File: src/design/rfsc_pkg.sv
// Shared constants, types and helpers for the frustum sphere cull unit.
`default_nettype none

package rfsc_pkg;

    // Default coordinate width (signed Q12.8)
    localparam int COORD_WIDTH_DEFAULT = 20;

    // Fixed-point layout of the configuration fields
    localparam int AXIS_WIDTH      = 16;
    localparam int AXIS_FRAC       = 14;
    localparam int AXIS_PACK_WIDTH = 3 * AXIS_WIDTH;
    localparam int TAN_WIDTH       = 16;
    localparam int COORD_FRAC      = 8;

    // Register widths
    localparam int CAMERA_WIDTH  = 60;
    localparam int RANGE_WIDTH   = 40;
    localparam int FACTORS_WIDTH = 32;
    localparam int FIELD_WIDE    = 64;

    // Configuration port
    localparam int CFG_INDEX_WIDTH = 4;
    localparam int CFG_DATA_WIDTH  = CAMERA_WIDTH;

    // Register stages from request to result
    localparam int PIPE_DEPTH = 7;

    // Indexes of the depth bounds carried from the projection stages
    localparam int BOUND_NEAR_LO = 0;  // near - radius
    localparam int BOUND_NEAR_HI = 1;  // near + radius
    localparam int BOUND_FAR_LO  = 2;  // far - radius
    localparam int BOUND_FAR_HI  = 3;  // far + radius
    localparam int BOUND_COUNT   = 4;

    typedef enum logic [CFG_INDEX_WIDTH-1:0] {
        REG_CAMERA_POSITION    = 4'd0,
        REG_AXIS_FORWARD       = 4'd1,
        REG_AXIS_UP            = 4'd2,
        REG_AXIS_RIGHT         = 4'd3,
        REG_DEPTH_RANGE        = 4'd4,
        REG_TANGENT_VERTICAL   = 4'd5,
        REG_TANGENT_HORIZONTAL = 4'd6,
        REG_RADIUS_FACTORS     = 4'd7
    } reg_index_t;

    localparam int CONT_WIDTH = 2;

    typedef enum logic [CONT_WIDTH-1:0] {
        CONT_OUTSIDE = 2'd0,
        CONT_PARTIAL = 2'd1,
        CONT_INSIDE  = 2'd2
    } cont_t;

    typedef struct packed {
        logic [CAMERA_WIDTH-1:0]    camera_position;
        logic [AXIS_PACK_WIDTH-1:0] axis_forward;
        logic [AXIS_PACK_WIDTH-1:0] axis_up;
        logic [AXIS_PACK_WIDTH-1:0] axis_right;
        logic [RANGE_WIDTH-1:0]     depth_range;
        logic [TAN_WIDTH-1:0]       tangent_vertical;
        logic [TAN_WIDTH-1:0]       tangent_horizontal;
        logic [FACTORS_WIDTH-1:0]   radius_factors;
    } cfg_t;

    // Pick one signed Q1.14 component out of a packed x,y,z axis
    function automatic logic signed [AXIS_WIDTH-1:0] axis_comp(
        input logic [AXIS_PACK_WIDTH-1:0] axis,
        input int unsigned                k
    );
        return axis[k*AXIS_WIDTH +: AXIS_WIDTH];
    endfunction

endpackage

`default_nettype wire

File: src/design/rfsc_if.sv
// Handshake channels of the frustum sphere cull unit: spheres, results, register writes.
`default_nettype none


interface rfsc_cfg_if;
    logic                                 valid;
    logic                                 ready;
    logic [rfsc_pkg::CFG_INDEX_WIDTH-1:0] index;
    logic [rfsc_pkg::CFG_DATA_WIDTH-1:0]  data;

    modport source (output valid, output index, output data, input ready);
    modport sink   (input valid, input index, input data, output ready);
endinterface

`default_nettype wire

File: src/design/rfsc_cfg_regs.sv
// Configuration register file of the frustum sphere cull unit.
`default_nettype none

module rfsc_cfg_regs (
    input  wire logic           clk,
    input  wire logic           rst_n,
    rfsc_cfg_if.sink            cfg,
    output rfsc_pkg::cfg_t      cfg_val
);

    rfsc_pkg::cfg_t cfg_reg;
    rfsc_pkg::cfg_t cfg_next;

    // Writes are always taken
    assign cfg.ready = 1'b1;
    assign cfg_val   = cfg_reg;

    // Decode the register index, drop writes beyond the list
    always_comb
    begin
        cfg_next = cfg_reg;
        if (cfg.valid)
        begin
            unique case (rfsc_pkg::reg_index_t'(cfg.index))
                rfsc_pkg::REG_CAMERA_POSITION:
                    cfg_next.camera_position = cfg.data[rfsc_pkg::CAMERA_WIDTH-1:0];
                rfsc_pkg::REG_AXIS_FORWARD:
                    cfg_next.axis_forward = cfg.data[rfsc_pkg::AXIS_PACK_WIDTH-1:0];
                rfsc_pkg::REG_AXIS_UP:
                    cfg_next.axis_up = cfg.data[rfsc_pkg::AXIS_PACK_WIDTH-1:0];
                rfsc_pkg::REG_AXIS_RIGHT:
                    cfg_next.axis_right = cfg.data[rfsc_pkg::AXIS_PACK_WIDTH-1:0];
                rfsc_pkg::REG_DEPTH_RANGE:
                    cfg_next.depth_range = cfg.data[rfsc_pkg::RANGE_WIDTH-1:0];
                rfsc_pkg::REG_TANGENT_VERTICAL:
                    cfg_next.tangent_vertical = cfg.data[rfsc_pkg::TAN_WIDTH-1:0];
                rfsc_pkg::REG_TANGENT_HORIZONTAL:
                    cfg_next.tangent_horizontal = cfg.data[rfsc_pkg::TAN_WIDTH-1:0];
                rfsc_pkg::REG_RADIUS_FACTORS:
                    cfg_next.radius_factors = cfg.data[rfsc_pkg::FACTORS_WIDTH-1:0];
                default:
                    cfg_next = cfg_reg;
            endcase
        end
    end

    always_ff @(posedge clk or negedge rst_n)
    begin
        if (!rst_n)
            cfg_reg <= '0;
        else
            cfg_reg <= cfg_next;
    end

endmodule

`default_nettype wire

File: src/flat_wrapper.sv
// flat-port wrapper written by rule: the top's interface ports become plain ports
module rfsc_cfg_regs_flat 
  (clk, rst_n, cfg_val, cfg_valid, cfg_index, cfg_data, cfg_ready);
  rfsc_cfg_if cfg_i ();
  input  wire logic clk;
  input  wire logic rst_n;
  output rfsc_pkg::cfg_t cfg_val;
  input wire logic [$bits(cfg_i.valid)-1:0] cfg_valid;
  input wire logic [$bits(cfg_i.index)-1:0] cfg_index;
  input wire logic [$bits(cfg_i.data)-1:0] cfg_data;
  output wire logic [$bits(cfg_i.ready)-1:0] cfg_ready;
  assign cfg_i.valid = cfg_valid;
  assign cfg_i.index = cfg_index;
  assign cfg_i.data = cfg_data;
  assign cfg_ready = cfg_i.ready;
  rfsc_cfg_regs u_core (.clk(clk), .rst_n(rst_n), .cfg(cfg_i), .cfg_val(cfg_val));
endmodule
File: config.mk
export PLATFORM = sky130hd
export DESIGN_NAME = rfsc_cfg_regs_flat
export DESIGN_NICKNAME = d
export VERILOG_FILES = /design/src/design/rfsc_pkg.sv /design/src/design/rfsc_if.sv /design/src/design/rfsc_cfg_regs.sv /design/src/flat_wrapper.sv
export SDC_FILE = /design/constraint.sdc
export NUM_CORES = 1
export LEC_CHECK = 0
export BUFFER_PORTS_ARGS = -buffer_cell sky130_fd_sc_hd__buf_2
export CORE_MARGIN = 1.5
export CORE_UTILIZATION = 54
export DETAILED_ROUTE_END_ITERATION = 10
export PLACE_DENSITY = 0.84
export SLEW_MARGIN = 40
export SYNTH_ARGS = -nofsm -noshare
export SYNTH_HDL_FRONTEND = slang
export SYNTH_SLANG_ARGS = --single-unit
File: constraint.sdc
create_clock -name clk -period 2.3 [get_ports clk]
set_clock_uncertainty 0.05 [all_clocks]
set_input_delay 0.23 -clock clk [delete_from_list [all_inputs] [get_ports clk]]
set_output_delay 0.23 -clock clk [all_outputs]
set_load 0.05 [all_outputs]
### Word level (Yosys, flattened, before mapping)

Index checks and enable logic that the tools add are counted.

| cells by class | value |
|---|---|
| $add $sub $neg | 0 |
| multipliers | 0 |
| div/mod/pow operators | 0 |
| magnitude comparators | 0 |
| equal/unequal tests | 7 |
| shift-type cells | 0 |
| multiplexer cells | 0 |
| bitwise gates (word level) | 0 |
| reductions and logical operators | 9 |

Operator list:

| cell | count |
|---|---|
| $eq 4x3->1 const B | 4 |
| $reduce_and 2->1 | 8 |
| $eq 4x2->1 const B | 2 |
| $eq 4x1->1 const B | 1 |
| $logic_not 4->1 | 1 |

| storage, ports and cells | value |
|---|---|
| register bits | 308 |
| latch bits | 0 |
| RAM bits | 0 |
| bits in read-only memories | 0 |
| input port bits | 67 |
| word-level logic and storage cells | 24 |
| memories | 0 |

### Logic depth before layout (Yosys ltp)

Gate-level depths: netlist (run 1).

| depth | value |
|---|---|
| word-level depth | 2 |
| gate-level depth with buffers | 5 |
| gate-level depth less buffers | 3 |

### Worst setup path before layout (run 1)

Ideal clock, no wire load.

| timing path | value |
|---|---|
| kind | input-to-reg |
| start | in cfg_index[3] |
| end | reg u_core.cfg_reg (netlist bit u_core.cfg_val[131]) |
| library setup time | 0.125 ns |
| arrival | 1.375 ns |
| required time | 2.125 ns |
| slack | 0.750 ns |
| stages on the path | 5 |
| buffers on the path | 2 |
| cells stage by stage | nand2b_1 nor3_1 buf_2 buf_4 mux2_2 |

| on the way | value |
|---|---|
| word-level cells in the longest chain between the ends | 2 |

RTL lines:

| element | RTL line | source |
|---|---|---|
| from (decl) | flat_wrapper.sv:9 | `input wire logic [$bits(cfg_i.index)-1:0] cfg_index;` |
| $eq 4x2->1 | rfsc_cfg_regs.sv:24 | `unique case (rfsc_pkg::reg_index_t'(cfg.index))` |
| $reduce_and 2->1 (no line) | -- |  |
| to (signal assigned) | rfsc_cfg_regs.sv:52 | `cfg_reg <= cfg_next;` |
| to (decl) | rfsc_cfg_regs.sv:11 | `rfsc_pkg::cfg_t cfg_reg;` |

No other way between the ends.
A chain may end at the register's enable or synchronous reset.

### Worst setup path in the final report (run 1)

| timing path | value |
|---|---|
| start | reg u_core.cfg_reg (netlist bit u_core.cfg_val[102]) |
| end | out cfg_val[102] (netlist bit) |

RTL lines:

| element | RTL line | source |
|---|---|---|
| to (decl) | flat_wrapper.sv:7 | `output rfsc_pkg::cfg_t cfg_val;` |

No word-level cell between the ends.

==> results summary, run 1 <==
Counting distinct cell types in the post-synthesis netlist gives 16. The via count of the first global-routing pass came out at about 8100. The flow ran to the end, and the final reports show no timing, DRC or antenna violations. The global-route wire length before repair came out at 46.9 mm. The die boundary width is 149 um. The startpoint identified for the worst register-to-register timing path is u_core.cfg_val[102]. The final critical delay including setup and external delays is 1.53 ns.

The maximum net fanout on the critical path is 2. The clock transition time at the flip-flop clock pins of the worst setup and hold paths came out at 0.06 ns. The final cycle utilization of the critical path came out at 66.7%. The total of buffers placed on input and output ports came out at 374.

The clock insertion delay at the later pin of the skew report is 0.55 ns. The number of gates resized after cts is 0. The effective utilization at floorplan is 55.0%. The final routed DRC violation total is 0. The region available for standard cell placement spans 21000 um2. The path type of the worst min-delay path is input port to register. The required time reported for the critical path endpoint came out at 2.02 ns.

Traced cell by cell, the critical path runs through buf_2. The cell at the slowest stage of the critical path is dfrtp_1. In this design, the stage delay of the slowest critical-path cell is 0.41 ns. In this run the number of cells on the critical path is 1. The finished layout holds 1410 standard cells, fillers aside. The H-tree depth came out at 1. The critical path is of the register to output pin type. The count of nets left with antenna violations after detail routing came out at 0. The initial antenna violation count came out at 1. The gate count after technology mapping came out at 663.

The via count is 7507. The number of buffers created by CTS came out at 31. The die covers ~22000 um2. In this run, post-CTS hold repair placed 52 buffers. The estimated wirelength of the detail-placed design is 20.3 mm.

Setup repair after global routing left no endpoint under its margin. The first detailed-routing pass ran for 4 iterations. The tree is rooted in a clkbuf_16.

The synthesized netlist net count came out at between 700 and 800. The number of flip-flops in the largest register is 308. The post-detailed-route via-to-cell ratio is 5.32. The number of cell rows is 53. The number of buffers and inverters on the critical path is 1.

The total count of max-transition violations in the final report came out at 0. The initial detailed-routing violation count came out at 260. The number of cells on the worst reg-to-reg path is 1. The endpoint identified for the worst register-to-register timing path is u_core.cfg_val[102]. The post-route netlist has roughly two thirds of its cells at a drive strength greater than 1. A synthesized cell averages 17.4 um2.

The die is 149 um tall. The worst path setup slack after routing came out at 0.765 ns. The longest clock path from root to sink contains 3 buffers. The post-CTS setup buffer count came out at 0. The power density normalized to cell area is 1290 nW/um2. The total length of routed wires is 30.7 mm. The routed wirelength normalized by instance count is 21.8 um. The final weighted congestion in routability-driven placement is 0.770. The capturing instance or port of the critical path is cfg_val[102].

The maximum clock frequency is 651 MHz. Global routing used 27.7% of the available tracks. CTS saw just over 300 sinks. For this design the static power due to leakage is 7.66 nW. The setup slack on the worst flop-to-flop path is 1.38 ns. The sequential share of the synthesized area came out at between 60 and 70%.

The pin count of the biggest net entering global routing is 68. The count of final setup violators came out at 0. The worst-case vdd ir drop is around 0.00078 V. The worst setup path is launched from a register. about 380 I/O pins were placed.

At the worst endpoint, the arrival time is 1.25 ns. The worst setup path is captured at an output pin. The flop and latch count out of synthesis came out at between 300 and 400. The Yosys warning count is 0. Grouping stages by cell kind, the critical path spends the most delay in flip-flops.

The area added between synthesis and finish came out at 32.7%. The number of max-cap violations is 0. TritonCTS built the clock tree. The critical path starts at u_core.cfg_val[102]. The final total negative setup slack came out at 0 ns. The placement-stage worst setup slack is 0.472 ns. The final-report hold violation count came out at 0.

The total overflow left after global routing is 0. The number of cells in the design after placement came out at 1307. The combined area of all synthesized cells is 11500 um2. The filler cell count is 1342.

The final net count came out at around 1200.
## metrics by stage
stage / cell area [um2] / total power, mW / utilization (%) / hold slack [ns]
after floorplan: 11500 / 13.1 / - / -0.116
after global placement: 13900 / 15.0 / 66.2 / 0.143
after detailed placement: 13900 / 15.1 / 66.2 / 0.146
after CTS: 15300 / 19.8 / 72.9 / 0.0000498
after global routing: 15300 / 20.4 / 72.9 / 0.00101
final: 15300 / 19.7 / 72.9 / 0.0184
## area by class of cell
type                    instances  area (um2)  share of cell area [%]
repair buffers                453        2680                    17.5
flip-flops and latches        308        7710                    50.4
clock buffers                  47         876                    5.73
multi-input cells             323        3650                    23.9
diodes                          1        2.50                  0.0164
well taps                     275         344                    2.25
clock inverters                 3        21.3                   0.139
## where the power goes
part           internal [mW]  switching [mW]
registers               6.68           0.668
clock network           2.59            1.96
logic                   1.95            5.88
## placed cells by master, fill, tap and decap left out, types with 2 or more instances in the layout
| cell type | n |
|---|---|
| buf_2 | 373 |
| dfrtp_1 | 308 |
| mux2_2 | 288 |
| dlygate4sd3_1 | 52 |
| clkbuf_16 | 31 |
| buf_4 | 21 |
| mux2_4 | 20 |
| clkbuf_1 | 12 |
| buf_12 | 6 |
| clkbuf_8 | 4 |
| nand2b_1 | 2 |
| nor3_2 | 2 |
## worst min path at each step
| stage | start | to | slack, ns | cells after the start |
|---|---|---|---|---|
| finish | cfg_data[31] | u_core.cfg_val[183] | 0.02 | 2 |
| global route | cfg_data[31] | u_core.cfg_val[183] | 0.001 | 2 |
| CTS | cfg_data[31] | u_core.cfg_val[183] | 0.00005 | 2 |
| detailed placement | rst_n | u_core.cfg_val[76] | 0.15 | 1 |
| global placement | rst_n | u_core.cfg_val[76] | 0.14 | 1 |
| floorplan | rst_n | u_core.cfg_val[0] | -0.12 | 0 |
## synthesized netlist by cell type
cell | instances | area [um2]
nor2_1 | 3 | 11.3
nor3_1 | 2 | 10.0
dfrtp_1 | 308 | 7710
buf_4 | 3 | 22.5
conb_1 | 1 | 3.75
buf_2 | 25 | 125
nand2b_1 | 3 | 18.8
nand3b_1 | 1 | 7.51
buf_6 | 3 | 33.8
nor3b_1 | 1 | 7.51
nand2_1 | 2 | 7.51
or4_4 | 1 | 11.3
mux2_4 | 20 | 300
clkbuf_1 | 1 | 3.75
mux2_2 | 288 | 3240
nand3_1 | 1 | 5.00
## cell families (layout without fill, tap and decap cells)
logic type,after synthesis,in the layout,synth area share (%)
buffers and inverters,32,503,1.61
and+or+nand+nor,14,14,0.684
muxes,308,308,30.8
other,1,2,0.0326
DFF,308,308,66.9
## layer usage
metal  vias to the layer above  share of wire, %  GRT usage, %
li1                       3261                 -             -
met1                      3835                37          32.1
met2                       332                51          49.0
met3                        79               7.6          7.28
met4                         0               3.7          10.9
met5                         -                 0             0
Note: power is estimated with default switching activity, not from simulation.
==> run 2, diff against run 1 <==
--- a/config.mk
+++ b/config.mk
@@ -7,9 +7,9 @@
 export LEC_CHECK = 0
 export BUFFER_PORTS_ARGS = -buffer_cell sky130_fd_sc_hd__buf_2
 export CORE_MARGIN = 1.5
-export CORE_UTILIZATION = 54
+export CORE_UTILIZATION = 51
 export DETAILED_ROUTE_END_ITERATION = 10
-export PLACE_DENSITY = 0.84
+export PLACE_DENSITY = 0.8
 export SLEW_MARGIN = 40
 export SYNTH_ARGS = -nofsm -noshare
 export SYNTH_HDL_FRONTEND = slang
==> constraint.sdc (replaced) <==
create_clock -name clk -period 1.5 [get_ports clk]
set_clock_uncertainty 0.05 [all_clocks]
set_input_delay 0.15 -clock clk [delete_from_list [all_inputs] [get_ports clk]]
set_output_delay 0.15 -clock clk [all_outputs]
set_load 0.05 [all_outputs]
==> run 2 against run 1 <==
The run now ends with DRC left. Die area rose by 5.8%. Clock-buffer cell count rose by 2. Register-to-register slack got worse by 0.75 ns. Clock power rose by 63%. Sequential cell count did not move. Utilization fell by 1.7 points. Global-route usage fell by 1.4 points. Wire length fell by 1.0%. Largest cell class unchanged.
==> results summary, run 2 (synthesized netlist as in run 1, its figures left out) <==
Headroom to the max-slew limit came out at 59.5%. The hold path depth is 2 (unchanged). The clock insertion delay at the later pin of the skew report came out at 0.54 ns (was 0.55 ns). The final routed DRC violation total is 28 (was 0). The count of pins on the block boundary is 376 (unchanged). The via count of the first global-routing pass came out at 8268 (was 8132). The checks that failed: DRC.

The final critical delay including setup and external delays is 1.43 ns. The number of buffers created by CTS is 31 (unchanged). The routed wirelength normalized by instance count came to 21.2 um (was 21.8 um). The transition time at the pin with the least slew margin came out at 0.606 ns. The via count is 7545 (was 7507). The clock root buffer is clkbuf_16 (unchanged). The core footprint is 22000 um2 (was 21000 um2). Setup repair after global routing missed its margin: no (unchanged). The post-detailed-route via-to-cell ratio was 5.27 (was 5.32). The clock sink total is 308 (unchanged). The pin count of the biggest net entering global routing is 75 (was 68). The power density normalized to cell area is 1960 nW/um2 (was 1290 nW/um2). The total global routing track utilization is 26.3% (was 27.7%). The final cycle utilization of the critical path came out at 95.3%. The cell at the slowest stage of the critical path is dfrtp_1 (unchanged). The number of stages on the worst setup path came to 1 (unchanged).

The total of buffers placed on input and output ports is 374 (unchanged). Leading cell types in the layout, fill and taps excluded: 372 x buf_2, 308 x dfrtp_1, 288 x mux2_2 (was 373 x buf_2, 308 x dfrtp_1, 288 x mux2_2). The area enclosed by the die boundary came out at 23500 um2 (was 22200 um2). The required time reported for the critical path endpoint came out at 1.30 ns (was 2.02 ns). The final-report hold violation count is 0 (unchanged). The launch instance of the worst min-delay path is cfg_data[4] (was cfg_data[31]). The final weighted congestion in routability-driven placement is 0.806 (was 0.770).

The fraction of layout instances using a drive strength above 1 is 66.5% (about the same). The total global routing overflow is 0 (unchanged). The capturing point of the worst reg2reg path is u_core.cfg_val[257] (was u_core.cfg_val[102]). The maximum net fanout on the critical path is 2 (unchanged). The number of flip-flops in the largest register came to 308 (unchanged). The number of cell rows came out at 54 (was 53). The delay contributed by the slowest stage of the critical path is 0.42 ns (was 0.41 ns). The static leakage is 7.83 nW (was 7.66 nW). The number of detailed-route iterations in the first pass came out at 7 (was 4). Worst-path cell chain: clkbuf_4 (was buf_2). The path type of the worst min-delay path is input port to register (unchanged).

The number of max-cap violations came out at 0 (unchanged). The instance area after placement is 14000 um2 (was 13900 um2). The setup slack on the worst flop-to-flop path is 0.63 ns (was 1.38 ns). The number of cells in the design after placement came out at 1317 (was 1307). The critical path startpoint category is a register (unchanged). The depth of the worst register-to-register path is 1 (unchanged). The final net count is 1198 (was 1184). The family with the most delay on the worst path was flip-flops (unchanged).

The number of buffers and inverters on the critical path came to 1 (unchanged). The effective utilization at floorplan is 52.5% (was 55.0%). The post-route non-filler standard cell count is 1431 (was 1410). The initial detailed-routing violation count is 295 (was 260). The initial antenna violation count is 0 (was 1).

The total count of max-transition violations in the final report is 0 (unchanged). The data arrival time at the worst-slack endpoint came out at 1.23 ns (was 1.25 ns). The endpoint type of the worst setup path is an output pin (unchanged). The H-tree depth is 1 (unchanged). For this run, the top clock speed supported by timing is between 600 and 700 MHz.

The estimated wirelength of the detail-placed design came to 20.4 mm (was 20.3 mm). The global-route wire length before repair came out at 48.1 mm (was 46.9 mm). The clock transition time at the flip-flop clock pins of the worst setup and hold paths is 0.06 ns (about the same). The placement-stage worst setup slack is -0.229 ns (was 0.472 ns).

The largest buffer count on any clock path came to 3 (unchanged). The worst path setup slack after routing was 0.0708 ns (was 0.765 ns). The area added between synthesis and finish is 35.8% (was 32.7%). The clock tree from TritonCTS is built (unchanged). The total length of routed wires is 30.4 mm (was 30.7 mm). The total inserted antenna cells came to 0 (was 1). The worst-case vdd ir drop is 0.00133 V (was 0.000780 V). The die boundary height is 153 um (was 149 um). The count of final setup violators came to 0 (unchanged). The type of the setup path with the least slack is register to output pin (unchanged). The die boundary width is 153 um (was 149 um). The final non-filler cell area was 15600 um2 (was 15300 um2). The count of nets left with antenna violations after detail routing came to 0 (unchanged). The final total negative setup slack came to 0 ns (unchanged). The most common cell after layout, fill and taps aside is buf_2 (unchanged). The worst hold path endpoint is u_core.cfg_val[36] (was u_core.cfg_val[183]). Outcome: finished with violations (was completed).

The post-CTS setup buffer count came out at 0 (unchanged). The launch instance of the worst register-to-register path is u_core.cfg_val[257] (was u_core.cfg_val[102]).
-- run 2: cell count changes in the layout (fill, tap and decap cells not counted), sizes merged --
| cell | change |
|---|---|
| buf | +4 |
| bufinv | +1 |
| dlygate4sd3 | +9 |
| diode | -1 |
| inv | -1 |
| clkbuf | +3 |
| clkinv | +1 |
-- run 2: power by group --
group	switching (mW)	internal, mW	total (mW)
Clock	3.05	4.38	7.43
Sequential	1.00	10.2	11.3
Combinational	8.96	3.02	12.0
-- run 2: what timing repair did --
item | in CTS | in global routing
gates resized for setup | 0 | 1
hold buffers | 61 | 1
setup endpoints to repair | 0 | 2
endpoints found under the hold margin | 600 | 2
-- run 2: through the flow --
stage               util (%)  power [mW]  hold slack (ns)
finish                  71.2        30.7           0.0603
global route            71.2        31.7           0.0463
CTS                     71.2        30.8           0.0520
detailed placement      64.0        23.2          -0.0413
global placement        64.0        23.0          -0.0425
floorplan                  -        20.0           -0.196
-- run 2: layout make-up --
| class | instances | area (um2) |
|---|---|---|
| Clock buffer | 49 | 933 |
| Clock inverter | 4 | 47.5 |
| Fill cell | 1404 | 6320 |
| Multi-Input combinational cell | 323 | 3660 |
| Sequential cell | 308 | 7710 |
| Tap cell | 280 | 350 |
| Timing Repair Buffer | 467 | 2950 |
-- run 2: worst max-delay path by stage --
stage / start / to / slack, ns
5_1_grt: u_core.cfg_val[257] / cfg_val[257] / 0.02
3_3_place_gp: cfg_index[1] / u_core.cfg_val[297] / -0.17
3_5_place_dp: cfg_index[1] / u_core.cfg_val[305] / -0.23
4_1_cts: u_core.cfg_val[257] / cfg_val[257] / 0.02
6_report: u_core.cfg_val[257] / cfg_val[257] / 0.07
2_1_floorplan: cfg_index[3] / u_core.cfg_val[131] / 0.03
-- run 2: metal layers --
layer | share of wire (%) | up-vias | GRT usage [%] | wire length, um
met4 | 2.7 | 0 | 7.47 | 833
met1 | 40 | 3915 | 33.1 | 12200
met5 | 0 | - | 0 | 0
met3 | 6.9 | 51 | 6.01 | 2090
met2 | 50 | 290 | 45.6 | 15300
li1 | - | 3289 | - | -
